[config.mk]
export PLATFORM = sky130hd
export DESIGN_NAME = meter_bus_poll_and_frame_receive_flat
export DESIGN_NICKNAME = d
export VERILOG_FILES = /design/src/hdl/mbpfr_pkg.sv /design/src/hdl/mbpfr_ifs.sv /design/src/hdl/meter_bus_poll_and_frame_receive.sv /design/src/flat_wrapper.sv
export SDC_FILE = /design/constraint.sdc
export NUM_CORES = 1
export LEC_CHECK = 0
export ABC_AREA = 0
export BUFFER_PORTS_ARGS = -buffer_cell sky130_fd_sc_hd__buf_2
export CORE_UTILIZATION = 35
export CTS_BUF_LIST = sky130_fd_sc_hd__clkbuf_8 sky130_fd_sc_hd__clkbuf_16
export CTS_CLUSTER_SIZE = 10
export DETAILED_ROUTE_END_ITERATION = 12
export GPL_TIMING_DRIVEN = 0
export SYNTH_ARGS = -nofsm -noshare
export SYNTH_HDL_FRONTEND = slang
export SYNTH_SLANG_ARGS = --single-unit
export TNS_END_PERCENT = 1
[constraint.sdc]
create_clock -name clk -period 8.1 [get_ports clk]
set_input_delay 0.405 -clock clk [delete_from_list [all_inputs] [get_ports clk]]
set_output_delay 0.405 -clock clk [all_outputs]
set_load 0.01 [all_outputs]
[src/hdl/mbpfr_pkg.sv]
// Shared constants for the meter bus poll and frame receive block.
// Used by the channel interfaces and the top level; no dependencies.
package mbpfr_pkg;

  localparam int BUFFER_DEPTH = 256;
  localparam int POS_W        = 10;
  localparam int CFG_IDX_W    = 8;
  localparam int CFG_DATA_W   = 16;

  localparam logic [1:0] OP_START = 2'd0;
  localparam logic [1:0] OP_RX    = 2'd1;
  localparam logic [1:0] OP_TICK  = 2'd2;

  localparam logic [1:0] KIND_TX   = 2'd0;
  localparam logic [1:0] KIND_RXB  = 2'd1;
  localparam logic [1:0] KIND_OK   = 2'd2;
  localparam logic [1:0] KIND_FAIL = 2'd3;

  localparam logic [1:0] MODE_POLL  = 2'd0;
  localparam logic [1:0] MODE_FAIL  = 2'd1;
  localparam logic [1:0] MODE_RX    = 2'd2;
  localparam logic [1:0] MODE_RX_OK = 2'd3;

  localparam logic [CFG_IDX_W-1:0] CFG_WAIT_TIME   = 8'd0;
  localparam logic [CFG_IDX_W-1:0] CFG_RETRY_LIMIT = 8'd1;

  localparam logic [7:0] LONG_START  = 8'h68;
  localparam logic [7:0] FRAME_STOP  = 8'h16;
  localparam logic [7:0] SHORT_START = 8'h10;
  localparam logic [7:0] REQ_UD2     = 8'h5B;

  localparam logic [8:0] LEN_UNKNOWN  = 9'h1FF;
  localparam logic [8:0] LEN_OVERHEAD = 9'd6;
  localparam logic [POS_W-1:0] HEADER_LEN  = 10'd7;
  localparam logic [POS_W-1:0] POS_LEN2    = 10'd3;
  localparam logic [POS_W-1:0] POS_LEN1    = 10'd2;
  localparam logic [POS_W-1:0] POS_START   = 10'd1;
  localparam logic [POS_W-1:0] BUFFER_FULL = POS_W'(BUFFER_DEPTH);

  localparam logic [2:0] POLL_LAST = 3'd4;

  localparam logic [15:0] WAIT_RESET  = 16'd3;
  localparam logic [7:0]  RETRY_RESET = 8'd3;

endpackage

[src/hdl/mbpfr_ifs.sv]
// Valid/ready channel interfaces for item, result and configuration transfers.
// Depends on mbpfr_pkg for widths.
interface mbpfr_item_if;
  logic       valid;
  logic       ready;
  logic [1:0] op;
  logic [7:0] meter_address;
  logic [7:0] rx_byte;
  modport source (output valid, op, meter_address, rx_byte, input ready);
  modport sink (input valid, op, meter_address, rx_byte, output ready);
endinterface

interface mbpfr_result_if;
  logic       valid;
  logic       ready;
  logic [1:0] kind;
  logic [7:0] value;
  logic [8:0] position;
  logic       last;
  modport source (output valid, kind, value, position, last, input ready);
  modport sink (input valid, kind, value, position, last, output ready);
endinterface

interface mbpfr_cfg_if;
  logic                               valid;
  logic                               ready;
  logic [mbpfr_pkg::CFG_IDX_W-1:0]    index;
  logic [mbpfr_pkg::CFG_DATA_W-1:0]   data;
  modport source (output valid, index, data, input ready);
  modport sink (input valid, index, data, output ready);
endinterface

[src/hdl/meter_bus_poll_and_frame_receive.sv]
// Meter bus master: polls a meter with a short frame and receives the long reply frame.
// Depends on mbpfr_pkg and the channel interfaces in mbpfr_ifs.sv.
//
// Each item is decoded in the cycle it is accepted and its results are loaded into a
// result holding register, which emits one result per cycle while results are taken.
// An item that yields one result (or none) is taken every cycle unless results stall;
// a poll or retry yields five transmit bytes and a closing reply byte yields two, so
// the next item waits for the last of them. Configuration writes are taken every cycle.
module meter_bus_poll_and_frame_receive (
  input  logic                   clk,
  input  logic                   rst,
  mbpfr_item_if.sink             items,
  mbpfr_result_if.source         results,
  mbpfr_cfg_if.sink              cfg
);

  logic [15:0]                   wait_time;
  logic [7:0]                    retry_limit;
  logic [mbpfr_pkg::POS_W-1:0]   rx_position;
  logic [8:0]                    needed_length;
  logic [7:0]                    length_byte;
  logic                          waiting_for_reply;
  logic [15:0]                   elapsed_ticks;
  logic [7:0]                    attempts_left;
  logic [7:0]                    polled_address;

  logic [mbpfr_pkg::POS_W-1:0]   rx_position_next;
  logic [8:0]                    needed_length_next;
  logic [7:0]                    length_byte_next;
  logic                          waiting_for_reply_next;
  logic [15:0]                   elapsed_ticks_next;
  logic [7:0]                    attempts_left_next;
  logic [7:0]                    polled_address_next;

  logic                          hold_valid;
  logic [1:0]                    hold_mode;
  logic [2:0]                    hold_idx;
  logic [7:0]                    hold_byte;
  logic [8:0]                    hold_pos;

  logic                          load;
  logic [1:0]                    load_mode;
  logic [7:0]                    load_byte;
  logic [8:0]                    load_pos;

  logic                          in_fire;
  logic                          out_fire;
  logic                          out_last;
  logic [mbpfr_pkg::POS_W-1:0]   count;
  logic [16:0]                   elapsed_inc;
  logic [7:0]                    attempts_dec;

  assign in_fire  = items.valid && items.ready;
  assign out_fire = results.valid && results.ready;
  assign items.ready   = !hold_valid || (results.ready && out_last);
  assign results.valid = hold_valid;
  assign cfg.ready     = 1'b1;
  assign results.last  = out_last;

  assign count        = rx_position + 1'b1;
  assign elapsed_inc  = {1'b0, elapsed_ticks} + 17'd1;
  assign attempts_dec = (attempts_left != 8'd0) ? attempts_left - 8'd1 : 8'd0;

  always_comb begin
    rx_position_next       = rx_position;
    needed_length_next     = needed_length;
    length_byte_next       = length_byte;
    waiting_for_reply_next = waiting_for_reply;
    elapsed_ticks_next     = elapsed_ticks;
    attempts_left_next     = attempts_left;
    polled_address_next    = polled_address;
    load      = 1'b0;
    load_mode = mbpfr_pkg::MODE_FAIL;
    load_byte = items.rx_byte;
    load_pos  = rx_position[8:0];
    unique case (items.op)
      mbpfr_pkg::OP_START: begin
        polled_address_next = items.meter_address;
        load      = 1'b1;
        load_byte = items.meter_address;
        rx_position_next   = '0;
        needed_length_next = mbpfr_pkg::LEN_UNKNOWN;
        if (retry_limit == 8'd0) begin
          waiting_for_reply_next = 1'b0;
          attempts_left_next     = 8'd0;
          load_mode              = mbpfr_pkg::MODE_FAIL;
        end else begin
          attempts_left_next     = retry_limit;
          elapsed_ticks_next     = '0;
          waiting_for_reply_next = 1'b1;
          load_mode              = mbpfr_pkg::MODE_POLL;
        end
      end
      mbpfr_pkg::OP_RX: begin
        if (waiting_for_reply) begin
          load             = 1'b1;
          load_mode        = mbpfr_pkg::MODE_RX;
          rx_position_next = count;
          if (count > mbpfr_pkg::HEADER_LEN) begin
            if (items.rx_byte == mbpfr_pkg::FRAME_STOP &&
                count == {1'b0, needed_length}) begin
              waiting_for_reply_next = 1'b0;
              attempts_left_next     = 8'd0;
              load_mode              = mbpfr_pkg::MODE_RX_OK;
            end else if (count > {1'b0, needed_length} ||
                         count >= mbpfr_pkg::BUFFER_FULL) begin
              rx_position_next   = '0;
              needed_length_next = mbpfr_pkg::LEN_UNKNOWN;
            end
          end else if (count == mbpfr_pkg::POS_LEN2) begin
            if (items.rx_byte == length_byte) begin
              needed_length_next = {1'b0, items.rx_byte} + mbpfr_pkg::LEN_OVERHEAD;
            end else begin
              rx_position_next = '0;
            end
          end else if (count == mbpfr_pkg::POS_LEN1) begin
            length_byte_next = items.rx_byte;
          end else if (count == mbpfr_pkg::POS_START) begin
            if (items.rx_byte != mbpfr_pkg::LONG_START) begin
              rx_position_next = '0;
            end
          end
        end
      end
      mbpfr_pkg::OP_TICK: begin
        if (waiting_for_reply) begin
          if (elapsed_inc > {1'b0, wait_time}) begin
            attempts_left_next = attempts_dec;
            load               = 1'b1;
            load_byte          = polled_address;
            rx_position_next   = '0;
            needed_length_next = mbpfr_pkg::LEN_UNKNOWN;
            if (attempts_dec == 8'd0) begin
              waiting_for_reply_next = 1'b0;
              load_mode              = mbpfr_pkg::MODE_FAIL;
            end else begin
              elapsed_ticks_next = '0;
              load_mode          = mbpfr_pkg::MODE_POLL;
            end
          end else begin
            elapsed_ticks_next = elapsed_inc[15:0];
          end
        end
      end
      default: begin
        load = 1'b0;
      end
    endcase
  end

  always_comb begin
    results.kind     = mbpfr_pkg::KIND_FAIL;
    results.value    = 8'd0;
    results.position = 9'd0;
    out_last         = 1'b1;
    unique case (hold_mode)
      mbpfr_pkg::MODE_POLL: begin
        results.kind = mbpfr_pkg::KIND_TX;
        out_last     = (hold_idx == mbpfr_pkg::POLL_LAST);
        case (hold_idx)
          3'd0:    results.value = mbpfr_pkg::SHORT_START;
          3'd1:    results.value = mbpfr_pkg::REQ_UD2;
          3'd2:    results.value = hold_byte;
          3'd3:    results.value = hold_byte + mbpfr_pkg::REQ_UD2;
          default: results.value = mbpfr_pkg::FRAME_STOP;
        endcase
      end
      mbpfr_pkg::MODE_FAIL: begin
        results.kind = mbpfr_pkg::KIND_FAIL;
      end
      mbpfr_pkg::MODE_RX: begin
        results.kind     = mbpfr_pkg::KIND_RXB;
        results.value    = hold_byte;
        results.position = hold_pos;
      end
      mbpfr_pkg::MODE_RX_OK: begin
        if (hold_idx == 3'd0) begin
          results.kind     = mbpfr_pkg::KIND_RXB;
          results.value    = hold_byte;
          results.position = hold_pos;
          out_last         = 1'b0;
        end else begin
          results.kind = mbpfr_pkg::KIND_OK;
        end
      end
      default: begin
        results.kind = mbpfr_pkg::KIND_FAIL;
      end
    endcase
  end

  always_ff @(posedge clk) begin
    if (rst) begin
      wait_time         <= mbpfr_pkg::WAIT_RESET;
      retry_limit       <= mbpfr_pkg::RETRY_RESET;
      rx_position       <= '0;
      needed_length     <= mbpfr_pkg::LEN_UNKNOWN;
      length_byte       <= 8'd0;
      waiting_for_reply <= 1'b0;
      elapsed_ticks     <= 16'd0;
      attempts_left     <= 8'd0;
      polled_address    <= 8'd0;
      hold_valid        <= 1'b0;
      hold_mode         <= mbpfr_pkg::MODE_FAIL;
      hold_idx          <= 3'd0;
    end else begin
      if (cfg.valid && cfg.ready) begin
        if (cfg.index == mbpfr_pkg::CFG_WAIT_TIME) begin
          wait_time <= cfg.data;
        end else if (cfg.index == mbpfr_pkg::CFG_RETRY_LIMIT) begin
          retry_limit <= cfg.data[7:0];
        end
      end
      if (out_fire) begin
        if (out_last) begin
          hold_valid <= 1'b0;
        end else begin
          hold_idx <= hold_idx + 3'd1;
        end
      end
      if (in_fire) begin
        rx_position       <= rx_position_next;
        needed_length     <= needed_length_next;
        length_byte       <= length_byte_next;
        waiting_for_reply <= waiting_for_reply_next;
        elapsed_ticks     <= elapsed_ticks_next;
        attempts_left     <= attempts_left_next;
        polled_address    <= polled_address_next;
        if (load) begin
          hold_valid <= 1'b1;
          hold_mode  <= load_mode;
          hold_idx   <= 3'd0;
        end
      end
    end
  end

  always_ff @(posedge clk) begin
    if (in_fire && load) begin
      hold_byte <= load_byte;
      hold_pos  <= load_pos;
    end
  end

  a_idx_holds: assert property (@(posedge clk) disable iff (rst)
    hold_valid && !results.ready |=> $stable(hold_idx))
    else $error("result index moved while stalled");

  a_ok_is_last: assert property (@(posedge clk) disable iff (rst)
    results.valid && results.kind == mbpfr_pkg::KIND_OK |-> results.last)
    else $error("success result not marked last");

  a_ready_only_at_end: assert property (@(posedge clk) disable iff (rst)
    items.ready |-> (!hold_valid || out_last))
    else $error("item taken before burst ends");

  a_poll_idx_range: assert property (@(posedge clk) disable iff (rst)
    hold_valid && hold_mode == mbpfr_pkg::MODE_POLL |-> hold_idx <= mbpfr_pkg::POLL_LAST)
    else $error("poll burst index out of range");

  a_fail_disarms: assert property (@(posedge clk) disable iff (rst)
    in_fire && load && load_mode == mbpfr_pkg::MODE_FAIL |=> !waiting_for_reply)
    else $error("receiver still armed after failure");

endmodule

[src/flat_wrapper.sv]
// flat-port wrapper written by rule: the top's interface ports become plain ports
module meter_bus_poll_and_frame_receive_flat 
  (clk, rst, items_valid, items_op, items_meter_address, items_rx_byte, items_ready, results_valid, results_kind, results_value, results_position, results_last, results_ready, cfg_valid, cfg_index, cfg_data, cfg_ready);
  mbpfr_item_if items_i ();
  mbpfr_result_if results_i ();
  mbpfr_cfg_if cfg_i ();
  input  logic clk;
  input  logic rst;
  input wire logic [$bits(items_i.valid)-1:0] items_valid;
  input wire logic [$bits(items_i.op)-1:0] items_op;
  input wire logic [$bits(items_i.meter_address)-1:0] items_meter_address;
  input wire logic [$bits(items_i.rx_byte)-1:0] items_rx_byte;
  output wire logic [$bits(items_i.ready)-1:0] items_ready;
  output wire logic [$bits(results_i.valid)-1:0] results_valid;
  output wire logic [$bits(results_i.kind)-1:0] results_kind;
  output wire logic [$bits(results_i.value)-1:0] results_value;
  output wire logic [$bits(results_i.position)-1:0] results_position;
  output wire logic [$bits(results_i.last)-1:0] results_last;
  input wire logic [$bits(results_i.ready)-1:0] results_ready;
  input wire logic [$bits(cfg_i.valid)-1:0] cfg_valid;
  input wire logic [$bits(cfg_i.index)-1:0] cfg_index;
  input wire logic [$bits(cfg_i.data)-1:0] cfg_data;
  output wire logic [$bits(cfg_i.ready)-1:0] cfg_ready;
  assign items_i.valid = items_valid;
  assign items_i.op = items_op;
  assign items_i.meter_address = items_meter_address;
  assign items_i.rx_byte = items_rx_byte;
  assign items_ready = items_i.ready;
  assign results_valid = results_i.valid;
  assign results_kind = results_i.kind;
  assign results_value = results_i.value;
  assign results_position = results_i.position;
  assign results_last = results_i.last;
  assign results_i.ready = results_ready;
  assign cfg_i.valid = cfg_valid;
  assign cfg_i.index = cfg_index;
  assign cfg_i.data = cfg_data;
  assign cfg_ready = cfg_i.ready;
  meter_bus_poll_and_frame_receive u_core (.clk(clk), .rst(rst), .items(items_i), .results(results_i), .cfg(cfg_i));
endmodule
# After elaboration in Yosys (flattened, before gate mapping)

Index checks and enable logic that the tools add are counted.
W data, S select, Z words.

Word-level logic and storage cells: 156
Bits of input ports: 47
Bits in registers: 107
Output and inout port bits: 23

Eq/ne operators: 28
Reductions and logical operators: 27
Order comparisons: 4
$add $sub $neg: 6
Multiplexer cells: 74
Bitwise logic cells: 3

Operators with widths:

| operator                | number |
|---|---|
| $mux W10                | 11 |
| $mux W9                 | 9 |
| $mux W8                 | 10 |
| $mux W16                | 4 |
| $pmux W8 S3             | 2 |
| $pmux W16 S2            | 1 |
| $pmux W8 S4             | 1 |
| $pmux W10 S3            | 1 |
| $pmux W9 S3             | 1 |
| $logic_not A8 Y1        | 3 |
| $eq A10 B2 Y1 const B   | 2 |
| $mux W1                 | 18 |
| $pmux W9 S2             | 1 |
| $add A16 B1 Y17 const B | 1 |
| $gt A17 B16 Y1          | 1 |
| $pmux W8 S2             | 1 |
| $mux W3                 | 4 |
| $add A10 B1 Y10 const B | 1 |
| $eq A10 B1 Y1 const B   | 1 |
| $eq A10 B9 Y1           | 1 |
| $ge A10 B9 Y1 const B   | 1 |
| $gt A10 B3 Y1 const B   | 1 |
| $gt A10 B9 Y1           | 1 |
| $mux W2                 | 5 |
| 36 further kinds        | 60 |

# Longest topological paths before layout

Word-level depth: 8
Depth in mapped cells: 18
Depth with buffers taken out: 14

# Worst setup path after synthesis

No wires, ideal clock.

Path type: register -> register
Start: register u_core.elapsed_ticks[3]
End: register u_core.hold_byte[0] (enable)
Data arrival time: 3.756 ns
Slack: 3.938 ns
Setup time: 0.406 ns
Clock period less this slack: 4.162 ns
Stages on the path, launching flop included: 14
Buffers on the path: 0
Data required time: 7.694 ns
Cells stage by stage: dfxtp_1 nand3_1 nor3_1 nand2_1 nor3_1 xor2_1 ha_1 nand3_1 nor3_1 or4_1 o31ai_1 nor3_2 nor2_1 a21oi_1

Cells in the longest elaborated chain, start to end: 6

RTL lines:

| what                   | line                                    | text |
|---|---|---|
| start, declared        | meter_bus_poll_and_frame_receive.sv:23  | `logic [15:0] elapsed_ticks;` |
| start signal, assigned | meter_bus_poll_and_frame_receive.sv:226 | `elapsed_ticks <= elapsed_ticks_next;` |
| $add A16 B1 Y17        | meter_bus_poll_and_frame_receive.sv:61  | `assign elapsed_inc = {1'b0, elapsed_ticks} + 17'd1;` |
| $gt A17 B16 Y1         | meter_bus_poll_and_frame_receive.sv:127 | `if (elapsed_inc > {1'b0, wait_time}) begin` |
| $mux W1                | meter_bus_poll_and_frame_receive.sv:127 |  |
| $mux W1                | meter_bus_poll_and_frame_receive.sv:126 | `if (waiting_for_reply) begin` |
| $pmux W1 S3            | meter_bus_poll_and_frame_receive.sv:76  | `unique case (items.op)` |
| $logic_and A1 B1 Y1    | meter_bus_poll_and_frame_receive.sv:239 | `if (in_fire && load) begin` |
| end signal, assigned   | meter_bus_poll_and_frame_receive.sv:240 | `hold_byte <= load_byte;` |
| end, declared          | meter_bus_poll_and_frame_receive.sv:38  | `logic [7:0] hold_byte;` |

No other way between the ends.
A chain may end at the register's enable or synchronous reset.

# Worst setup path after layout

Start: register u_core.elapsed_ticks[2]
End: register u_core.needed_length[8]

Cells in the longest elaborated chain, start to end: 4

RTL lines:

| what                               | line                                    | text |
|---|---|---|
| $add A16 B1 Y17                    | meter_bus_poll_and_frame_receive.sv:61  |  |
| $gt A17 B16 Y1                     | meter_bus_poll_and_frame_receive.sv:127 |  |
| $ne A2 B1 Y1 (no source line)      | n/a                                     |  |
| $reduce_and A9 Y1 (no source line) | n/a                                     |  |
| end signal, assigned               | meter_bus_poll_and_frame_receive.sv:197 | `needed_length <= mbpfr_pkg::LEN_UNKNOWN;` |
| end signal, assigned               | meter_bus_poll_and_frame_receive.sv:223 | `needed_length <= needed_length_next;` |
| end, declared                      | meter_bus_poll_and_frame_receive.sv:20  | `logic [8:0] needed_length;` |

No other way between the ends.

==> flow_metrics.tcl <==
set metrics [dict create \
    drc_errors 0 \
    antenna_found_initial 0 \
    rrSetupSlack_ns 3.17 \
    post-synth-top-count-cell "nor2_1" \
    netlist_instances 790 \
    reg2reg_from "u_core.elapsed_ticks[2]" \
    antennaDiodeCount 0 \
    synthTopCellsByArea "dfxtp_1, ha_1, edfxtp_1, mux2i_1, nor2_1" \
    core-area_sq_um 18300 \
    yosys-top-cells-count "nor2_1, dfxtp_1, inv_1" \
    vias 5750 \
    cts.sinks 107 \
    cts_tree "done" \
    drt.antenna.violating_nets 0 \
    tightest_slew_ns 0.887 \
    finClkSkew_ns 0.00781 \
    r2r-end "u_core.needed_length[8]" \
    timing.critical_path.to "u_core.needed_length[8]" \
    synth_nets 884 \
    synth-main-ff-cell "dfxtp_1" \
    start_util_pct 36.3 \
    async_flop_share_pct 0 \
    path_buf_inv 0 \
    hold_ws_ns 0.276 \
    clock_latency_ns 0.36 \
    startpoint "u_core.elapsed_ticks[2]" \
    finish.utilization_pct 41.6 \
    postPlaceCellArea_sq_um 7240 \
    cts_buffer_depth 2 \
    die_w_um 140 \
    avgViaCountPerCell 5.24 \
    grt.total_usage_pct 17.8 \
    r2r_cells 14 \
    overflow 0 \
    fillers 1836 \
    synth_top_area_share_pct 27.2 \
    numCtsBuffers 9 \
    cp_max_fo 10 \
    final_hold_viol_count 0 \
    crit_chain "nand3_1 > nor3_1 > nand2_1 > nor3_1 > xor2_1 > ha_1 > nand3_1 > nor2_1 > or4_1 > nor4_1 > o21ai_1 > a21oi_2 > a21oi_1 > a2bb2oi_1" \
    drv_cap 0 \
    rows 49 \
    grt_pass1_vias 5566 \
    grt_first_pass_wirelength_um 27900 \
    clkSlewWorstSetupHoldPaths_ns 0.07 \
    ys_seq_elements 107 \
    initialDrtViolationCount 383 \
    max_clock_freq_ghz 0.203 \
    finalSetupViolations 0 \
    globalplace.congestion 0.887 \
    hold_class "in2reg" \
    slowest_stage "nor4_1" \
    cp_top_family "simple AND/OR/NAND/NOR gates" \
    fin_cells 1097 \
    min_period_ns 4.93 \
    die_y_um 140 \
    avgSynthCellArea_sq_um 8.40 \
    root_buffer "clkbuf_16" \
    fin_setup_tns_ns 0 \
    path_depth 14 \
    status "completed" \
    slew_viol_final 0 \
    rsz0062_at_grt "no" \
    syn_area_sq_um 6630 \
    die-area_sq_um 19500 \
    startpoint_type "register" \
    ios 70 \
    drive_gt1_share_pct 11.6 \
    endpoint_kind "register" \
    ys_types 66 \
    max_stage_delay_ns 0.63 \
    layout.nets 957 \
    wire_per_inst_um 15.0 \
    vdd_drop_max_mv 0.105 \
    cts_max_level 3 \
    placedCellCount 1081 \
    fin_crit_sh_pct 60.8 \
    wl_um 16500 \
    cp.required_ns 8.32 \
    crit_type "reg2reg" \
    power_density_nw_per_um2 155 \
    hold_buffers 0 \
    yosys.area.top_type "dfxtp_1" \
    postCtsSetupRepairBufs 0 \
    area_growth_pct 14.6 \
    final_area_sq_um 7600 \
    power.leakage_nw 3.22 \
    relSlewSlack_pct 40.1 \
    arrival_ns 5.14 \
    dp_hpwl_um 12500 \
    seq_area_frac_synth_pct 34.9 \
    grt_max_degree 18 \
    portBuffers 61 \
    firstDrtPassIters 5 \
    postCtsResizedCells 0 \
    yosysWarnings 0 \
    synth-edff-count 17 \
]
## worst min-delay path, cell delays in order
cell and delay, ns:
buf_2 0.07, mux2i_1 0.05, nor2_1 0.07
## layout make-up
type	instances	area, sq um	share of cell area (%)
multi-input cells	576	3900	51.4
inverters	72	270	3.56
flip-flops and latches	107	2310	30.4
well taps	229	287	3.77
plain buffers	35	150	1.98
repair buffers	62	320	4.21
clock buffers	12	289	3.80
clock inverters	4	68.8	0.905
## placed cells by master (no fill, tap or decap), types with 13 or more instances in the layout
master    count
nor2_1       93
dfxtp_1      90
inv_1        73
buf_2        66
nand2_1      57
mux2i_1      49
ha_1         47
a21oi_1      39
o21ai_0      30
xnor2_1      26
nand3_1      25
clkbuf_1     23
nor3_1       20
edfxtp_1     17
nand4_1      16
and2_1       14
nor2b_1      13
xor2_1       13
## per-layer routing
layer	GRT usage, %	up-vias	share of wire, %
met5	0	-	0
met4	4.80	0	1.5
met3	3.13	17	3.6
met2	28.7	106	45
met1	24.4	2698	50
li1	-	2929	-
## kinds of logic after synthesis
logic type	Yosys count	share of synthesized area, %
other	1	0.0565
AND/OR/NAND/NOR	289	21.9
adder cells (fa/ha/maj)	47	8.87
flip-flops	107	34.9
buffers and inverters	107	6.34
AO/OA/AOI/OAI	149	15.1
multiplexers	51	7.73
XOR/XNOR	39	5.15
## where the power goes
| group | leakage, nW | switching, mW | internal, mW |
|---|---|---|---|
| registers | 0.878 | 0.00557 | 0.546 |
| clock network | 0.180 | 0.200 | 0.315 |
| logic | 2.17 | 0.0696 | 0.0407 |
## registers in the layout, summed over array words and instances, names as in the netlist
register / flops
u_core.waiting_for_reply: 1
u_core.length_byte: 8
u_core.retry_limit: 8
u_core.hold_mode: 2
u_core.polled_address: 8
u_core.hold_pos: 9
u_core.rx_position: 10
u_core.attempts_left: 8
u_core.needed_length: 9
u_core.hold_byte: 8
u_core.results.valid: 1
u_core.elapsed_ticks: 16
u_core.hold_idx: 3
u_core.wait_time: 16
## per-stage QoR
stage / setup WS [ns] / power, mW
after detailed placement: 3.19 / 0.673
after CTS: 3.17 / 1.19
after floorplan: 3.94 / 0.633
after global routing: 2.56 / 1.22
after global placement: 2.60 / 0.672
final: 3.17 / 1.18
## worst min-delay path by stage
stage	from	to	slack, ns	cells past startpoint
6_report	cfg_data[12]	u_core.wait_time[12]	0.28	3
5_1_grt	cfg_data[0]	u_core.wait_time[0]	0.29	3
4_1_cts	cfg_data[12]	u_core.wait_time[12]	0.27	3
3_5_place_dp	u_core.rx_position[5]	u_core.hold_pos[5]	0.42	0
3_3_place_gp	u_core.rx_position[5]	u_core.hold_pos[5]	0.42	0
2_1_floorplan	u_core.rx_position[5]	u_core.hold_pos[5]	0.41	0
(Power assumes the default switching activity.)
